`config.mk`:
```
export PLATFORM = sky130hd
export DESIGN_NAME = matrix_multiply_colmajor_core
export DESIGN_NICKNAME = d
export VERILOG_FILES = /design/src/mmc_pkg.sv /design/src/matrix_multiply_colmajor_core.sv
export SDC_FILE = /design/constraint.sdc
export NUM_CORES = 2
export LEC_CHECK = 0
export ABC_AREA = 1
export BUFFER_PORTS_ARGS = -buffer_cell sky130_fd_sc_hd__buf_2
export CORE_ASPECT_RATIO = 2
export CORE_MARGIN = 2
export CORE_UTILIZATION = 45
export DETAILED_ROUTE_END_ITERATION = 8
export PLACE_DENSITY_LB_ADDON = 0.15
export RECOVER_POWER = 50
export SETUP_SLACK_MARGIN = 0.2
export SYNTH_ARGS = -nofsm -noshare
export SYNTH_HDL_FRONTEND = slang
export SYNTH_SLANG_ARGS = --single-unit
```
`constraint.sdc`:
```
create_clock -name clk -period 6.4 [get_ports clk]
set_clock_uncertainty 0.05 [all_clocks]
set_input_delay 1.28 -clock clk [delete_from_list [all_inputs] [get_ports clk]]
set_output_delay 1.28 -clock clk [all_outputs]
set_load 0.005 [all_outputs]
```
`src/mmc_pkg.sv`:
```
`timescale 1ns / 1ps
// Package for the column-major matrix multiply core.
// Holds sizes, operation and register codes, pipeline tag type and helpers; no dependencies.
package mmc_pkg;

    localparam int MAX_DIM   = 8;
    localparam int ELEM_BITS = 16;
    localparam int PROD_BITS = 2 * ELEM_BITS + 2;
    localparam int ACC_W     = PROD_BITS + 1;
    localparam int DEPTH     = MAX_DIM * MAX_DIM;
    localparam int ADDR_W    = $clog2(DEPTH);
    localparam int DIM_W     = $clog2(MAX_DIM);
    localparam int CFG_W     = 4;
    localparam int IDX_W     = 2;
    localparam int POS_W     = 6;
    localparam int RC_W      = 3;

    typedef enum logic [1:0] {
        OP_LOAD_A  = 2'd0,
        OP_LOAD_B  = 2'd1,
        OP_COMPUTE = 2'd2
    } op_t;

    localparam logic [IDX_W-1:0] REG_A_ROWS    = 2'd0;
    localparam logic [IDX_W-1:0] REG_INNER_LEN = 2'd1;
    localparam logic [IDX_W-1:0] REG_B_COLS    = 2'd2;

    typedef enum logic {
        ST_IDLE,
        ST_RUN
    } state_t;

    typedef struct packed {
        logic             valid;
        logic             first;
        logic             lastk;
        logic             last;
        logic [DIM_W-1:0] row;
        logic [DIM_W-1:0] col;
    } tag_t;

    localparam logic signed [ACC_W-1:0] PROD_MAX = {2'b00, {(PROD_BITS - 1){1'b1}}};
    localparam logic signed [ACC_W-1:0] PROD_MIN = {2'b11, {(PROD_BITS - 1){1'b0}}};

    // A dimension of zero acts as one, and one above the maximum acts as the maximum.
    function automatic logic [CFG_W-1:0] eff_dim(input logic [CFG_W-1:0] r);
        logic [CFG_W-1:0] v;
        v = r;
        if (r == '0)
        begin
            v = CFG_W'(1);
        end
        else if (r > CFG_W'(MAX_DIM))
        begin
            v = CFG_W'(MAX_DIM);
        end
        return v;
    endfunction

endpackage

```
`src/matrix_multiply_colmajor_core.sv`:
```
`timescale 1ns / 1ps
// Column-major matrix multiply core: two element stores, a read, multiply and accumulate pipe.
// Depends on mmc_pkg.
//
//  channel  | signals                                   | handshake
//  ---------+-------------------------------------------+---------------------------
//  item in  | op, position, element                     | start high while busy low
//  result   | product, out_row, out_col, last           | strobe, one cycle each
//  config   | wr_index, wr_data                         | wr_en, taken at once
//
// A load item leaves busy low, so loads may follow every cycle while no compute item holds busy high.
// A compute item keeps busy high while it runs: one multiply-accumulate
// per cycle, set by the single read port of each store.
// Results leave as strobes and cannot be stalled; busy falls with the final result.
// Reset clears the control state and sets every dimension to 8; the stores are not cleared.
module matrix_multiply_colmajor_core
    import mmc_pkg::*;
(
    input  logic                        clk,
    input  logic                        rst_n,
    input  logic                        start,
    output logic                        busy,
    input  logic [1:0]                  op,
    input  logic [POS_W-1:0]            position,
    input  logic signed [ELEM_BITS-1:0] element,
    input  logic                        wr_en,
    input  logic [IDX_W-1:0]            wr_index,
    input  logic [CFG_W-1:0]            wr_data,
    output logic                        strobe,
    output logic signed [PROD_BITS-1:0] product,
    output logic [RC_W-1:0]             out_row,
    output logic [RC_W-1:0]             out_col,
    output logic                        last
);

    logic [CFG_W-1:0] a_rows_reg, inner_len_reg, b_cols_reg;
    logic [CFG_W-1:0] dim_m, dim_k, dim_n;

    state_t state_reg, state_next;
    logic [DIM_W-1:0] i_reg, i_next, row_reg, row_next, col_reg, col_next;
    logic busy_reg, busy_next;

    logic [ELEM_BITS-1:0] store_a [DEPTH];
    logic [ELEM_BITS-1:0] store_b [DEPTH];
    logic [ADDR_W-1:0] addr_a, addr_b;
    logic signed [ELEM_BITS-1:0] rd_a_reg, rd_b_reg;
    logic signed [2*ELEM_BITS-1:0] mul_reg;
    logic signed [ACC_W-1:0] acc_reg, sum;

    tag_t tag0, tag1_reg, tag2_reg;
    logic accept, issue, is_i_end, is_row_end, is_col_end, pos_ok;

    logic                        strobe_reg, last_reg;
    logic signed [PROD_BITS-1:0] product_reg;
    logic [DIM_W-1:0]            out_row_reg, out_col_reg;

    assign accept = start && !busy_reg;
    assign pos_ok = {1'b0, position} < (POS_W + 1)'(DEPTH);
    assign dim_m  = eff_dim(a_rows_reg);
    assign dim_k  = eff_dim(inner_len_reg);
    assign dim_n  = eff_dim(b_cols_reg);

    always_ff @(posedge clk or negedge rst_n)
    begin
        if (!rst_n)
        begin
            a_rows_reg    <= CFG_W'(8);
            inner_len_reg <= CFG_W'(8);
            b_cols_reg    <= CFG_W'(8);
        end
        else if (wr_en)
        begin
            unique case (wr_index)
                REG_A_ROWS:    a_rows_reg    <= wr_data;
                REG_INNER_LEN: inner_len_reg <= wr_data;
                REG_B_COLS:    b_cols_reg    <= wr_data;
                default:       ;
            endcase
        end
    end

    assign is_i_end   = CFG_W'(i_reg) == dim_k - CFG_W'(1);
    assign is_row_end = CFG_W'(row_reg) == dim_m - CFG_W'(1);
    assign is_col_end = CFG_W'(col_reg) == dim_n - CFG_W'(1);

    always_comb
    begin
        state_next = state_reg;
        i_next     = i_reg;
        row_next   = row_reg;
        col_next   = col_reg;
        busy_next  = busy_reg;
        issue      = 1'b0;
        unique case (state_reg)
            ST_IDLE:
            begin
                if (accept && op == OP_COMPUTE)
                begin
                    state_next = ST_RUN;
                    busy_next  = 1'b1;
                    i_next     = '0;
                    row_next   = '0;
                    col_next   = '0;
                end
            end
            ST_RUN:
            begin
                issue = 1'b1;
                if (!is_i_end)
                begin
                    i_next = i_reg + 1'b1;
                end
                else
                begin
                    i_next = '0;
                    if (!is_row_end)
                    begin
                        row_next = row_reg + 1'b1;
                    end
                    else
                    begin
                        row_next = '0;
                        if (!is_col_end)
                        begin
                            col_next = col_reg + 1'b1;
                        end
                        else
                        begin
                            state_next = ST_IDLE;
                        end
                    end
                end
            end
            default: state_next = ST_IDLE;
        endcase
        if (tag2_reg.valid && tag2_reg.lastk && tag2_reg.last)
        begin
            busy_next = 1'b0;
        end
    end

    assign addr_a = ADDR_W'(i_reg) * ADDR_W'(dim_m) + ADDR_W'(row_reg);
    assign addr_b = ADDR_W'(col_reg) * ADDR_W'(dim_k) + ADDR_W'(i_reg);

    assign tag0.valid = issue;
    assign tag0.first = i_reg == '0;
    assign tag0.lastk = is_i_end;
    assign tag0.last  = is_row_end && is_col_end;
    assign tag0.row   = row_reg;
    assign tag0.col   = col_reg;

    always_ff @(posedge clk)
    begin
        if (accept && op == OP_LOAD_A && pos_ok)
        begin
            store_a[position[ADDR_W-1:0]] <= element;
        end
        if (accept && op == OP_LOAD_B && pos_ok)
        begin
            store_b[position[ADDR_W-1:0]] <= element;
        end
        rd_a_reg <= store_a[addr_a];
        rd_b_reg <= store_b[addr_b];
    end

    assign sum = (tag2_reg.first ? ACC_W'(0) : acc_reg) + ACC_W'(mul_reg);

    always_ff @(posedge clk)
    begin
        mul_reg <= rd_a_reg * rd_b_reg;
        if (tag2_reg.valid)
        begin
            acc_reg <= sum;
        end
        if (sum > PROD_MAX)
        begin
            product_reg <= PROD_MAX[PROD_BITS-1:0];
        end
        else if (sum < PROD_MIN)
        begin
            product_reg <= PROD_MIN[PROD_BITS-1:0];
        end
        else
        begin
            product_reg <= sum[PROD_BITS-1:0];
        end
        out_row_reg <= tag2_reg.row;
        out_col_reg <= tag2_reg.col;
    end

    always_ff @(posedge clk or negedge rst_n)
    begin
        if (!rst_n)
        begin
            state_reg  <= ST_IDLE;
            busy_reg   <= 1'b0;
            i_reg      <= '0;
            row_reg    <= '0;
            col_reg    <= '0;
            tag1_reg   <= '0;
            tag2_reg   <= '0;
            strobe_reg <= 1'b0;
            last_reg   <= 1'b0;
        end
        else
        begin
            state_reg  <= state_next;
            busy_reg   <= busy_next;
            i_reg      <= i_next;
            row_reg    <= row_next;
            col_reg    <= col_next;
            tag1_reg   <= tag0;
            tag2_reg   <= tag1_reg;
            strobe_reg <= tag2_reg.valid && tag2_reg.lastk;
            last_reg   <= tag2_reg.valid && tag2_reg.lastk && tag2_reg.last;
        end
    end

    assign busy    = busy_reg;
    assign strobe  = strobe_reg;
    assign last    = last_reg;
    assign product = product_reg;
    assign out_row = RC_W'(out_row_reg);
    assign out_col = RC_W'(out_col_reg);

endmodule

```
==> results.tsv <==
stage	metric	value	unit
sta	min cycle time layout	6.10	ns
sta	RSZ-0062 raised after global routing	no	
synth	Synth cell types	49	
routing	DRT antenna net count	0	
synth	#FFs+latches synth	2232	
synth	portion of netlist area occupied by mux cells	0	%
global_route	overall routing resource usage	27.5	%
worst_setup_path	CP Launch Type	flip-flop	
floorplan	row count	243	
routing	final wirelength	312	mm
final_layout	fillers	19000	
worst_setup_path	Worst path most repeated cell	fa_1	
sta	Fmax	164	MHz
clocking	# hold bufs at CTS	0	
min_path	min-delay worst type	flip-flop to flip-flop	
synth	largest family of logic cells by synthesized area	compound AO/OA/AOI/OAI gates	
synth	Synth Warn #	0	
global_route	largest net degree at the start of global routing	140	
sta	Post-Route Setup TNS	0	ns
synth	EDFF count, synth	2083	
worst_setup_path	Required @ worst endpoint	7.13	ns
placement	DP Wirelength	202	mm
worst_setup_path	CP max FO	16	
global_route	Congestion Overflow GR	0	
worst_setup_path	FF-to-FF path depth	18	
sta	Max Slew Vio Count	1864	
routing	DRT Pass-1 Iters	6	
sta	Final setup viols	0	
floorplan	die span in x	336	microns
worst_setup_path	stages on the worst setup path	18	
placement	GPL Wtd Cong	0.951	
worst_setup_path	crit path max-delay cell type	dfxtp_1	
routing	routed len/inst	28.1	microns
sta	fraction of the cycle the final worst path needs	95.3	%
floorplan	height of the chip	667	microns
worst_setup_path	critical path type	flip-flop to flip-flop	
floorplan	Initial Utilization	45.2	%
global_route	first-pass GRT wire length	447	mm
synth	Most used DFF post-synth	edfxtp_1	
final_layout	storage element area	0.0658	sq mm
synth	Synth Area in XOR/XNOR	0.716	%
floorplan	IO Pins	77	
clocking	CTS tree	yes	
placement	IO buf count	76	
clocking	clk root buf	clkbuf_16	
clocking	total clock sinks	2232	
floorplan	Core ar.	0.219	sq mm
sta	Worst Max-Slew Pin Slew	5.11	ns
clocking	clk_lat worst skew	0.90	ns
routing	Via-to-Cell Ratio	5.90	
synth	post-synthesis simple-gate area fraction	9.90	%
worst_setup_path	crit path cell chain	nand2_1, fa_1, inv_1, fa_1, fa_1, fa_1, fa_1, inv_1, fa_1, inv_1, ha_1, nand2_1, nor2_1, and3_1, nand4_1, nand3_1, a21oi_1, xnor2_1	
worst_setup_path	CP endpoint kind	flip-flop	
synth	Net Count, Synth	8547	
routing	vias	65500	
worst_setup_path	WP data arrival	6.82	ns
synth	Synth Area in Compound Gates	11.2	%
final_layout	final core utilization	50.2	%
final_layout	most frequent cells in the layout	2083 x edfxtp_1, 1230 x nor2_1, 1067 x o21ai_0	
sta	Worst slew margin	-241	%
worst_setup_path	Bufs and invs on worst path	3	
clocking	Clk pin slew, worst setup/hold paths	0.07	ns
final_layout	# nets final	8570	
sta	Fin. Hold Viols	0	
synth	post-synthesis adder-cell area fraction	7.29	%
run_status	failing checks	max-capacitance violations, max-slew violations	
clocking	TritonCTS Buffers	200	
final_layout	share of layout cells above drive strength 1	8.76	%
synth	Synth async-reset ratio	2.02	%
final_layout	most common cell after layout, fill and taps aside	edfxtp_1	
worst_setup_path	Worst path max stage delay	0.81	ns
synth	mapped cell area	0.0990	sq mm
global_route	antenna violations before repair	12	
routing	DR iter-0 viols	5815	
clocking	clock buffer depth	4	
clocking	Max H-tree Level	4	
final_layout	area taken by multi-input logic gates	0.0292	sq mm
run_status	status	complete, but fails checks	
routing	drt drc	0	
run	Max Cap Viol	31	
synth	Post-Synthesis Cells	8099	
placement	placed cell count	10700	
min_path	hold path cells	0	
synth	syn_area_per_cell	12.2	sq um
final_layout	Area Overhead vs Synth	10.9	%
global_route	number of global-route vias before repair	66200	
final_layout	final std cells w/o fill	11100	
worst_setup_path	kind of cell adding the most delay to the critical path	adder cells	
floorplan	die area	0.224	sq mm
synth	sequential area share after synthesis	66.4	%
-- metal layers --
| metal | part of all wire (%) | up-vias | global-route usage, % |
|---|---|---|---|
| met5 | 0.0087 | - | 0 |
| met3 | 5.0 | 831 | 3.01 |
| met4 | 9.6 | 4 | 22.6 |
| met2 | 52 | 2412 | 49.8 |
| met1 | 33 | 33200 | 28.5 |
| li1 | - | 29000 | - |
-- layout make-up --
class	instances	area share (%)
clock inverters	97	0.954
well taps	2817	3.21
flip-flops and latches	2232	59.9
clock buffers	255	4.92
inverters	611	2.12
diodes	8	0.0182
multi-input cells	4740	26.6
repair buffers	337	2.27
-- logic make-up (layout without fill, tap and decap cells) --
group	after synthesis	after routing
and+or+nand+nor	2428	2428
DFF	2232	2232
AOI/OAI and AO/OA	1817	1817
buffers and inverters	1127	1300
adders and majority gates	414	414
xor gates and xnor gates	81	81
other	0	8
-- cells in the mapped netlist (all sizes together) (8+ instances only) --
cell,n,area share (%)
nor3,28,0.14
o211ai,127,0.96
o22ai,126,0.80
xor2,50,0.44
buf,85,0.50
nand2,681,2.6
ha,143,1.8
a21o,8,0.061
fa,271,5.5
dfxtp,104,2.1
a21oi,75,0.40
nor2,1310,5.0
dfrtp,42,1.1
o21bai,12,0.091
inv,610,2.3
nand3,376,1.9
o221ai,388,3.4
xnor2,31,0.27
edfxtp,2083,63
o21ai,1068,5.4
nand4,18,0.11
clkbuf,431,1.6
-- metrics by stage --
step	hold WS, ns	cell area [sq um]	worst slack [ns]
floorplan	0.274	99000	0.840
global placement	0.278	103000	0.0383
detailed placement	0.277	103000	0.00209
CTS	0.292	110000	0.172
global route	0.308	110000	0.209
finish	0.292	110000	0.304
-- worst reg2reg max path: cells and delay by family, from the launching register on --
family	cells	cell delay, ns
fa+ha+maj	7	3.53
flops	1	0.81
buf+inv	3	0.15
xor+xnor	1	0.14
simple gates	6	1.21
compound gates	1	0.14
-- worst paths after layout --
path / from / end / slack (ns)
max in group asynchronous: rst_n / b_cols_reg[0]$_DFFE_PN0P_ / 3.83
min reg2reg: tag2_reg[0]$_DFF_PN0_ / out_col[0]$_DFF_P_ / 0.29
min: tag2_reg[0]$_DFF_PN0_ / out_col[0]$_DFF_P_ / 0.29
min in group asynchronous: rst_n / busy$_DFFE_PN0P_ / 1.06
max reg2reg: rd_b_reg[12]$_DFF_P_ / mul_reg[24]$_DFF_P_ / 0.30
max: rd_b_reg[12]$_DFF_P_ / mul_reg[24]$_DFF_P_ / 0.30
-- what timing repair did --
item,in CTS,in global routing
setup endpoints to repair,9,9
gates resized for setup,3,13
setup buffers,0,0
Power is not shown: default switching activity piles up to over one toggle a cycle in this logic, so the estimate is an artifact.
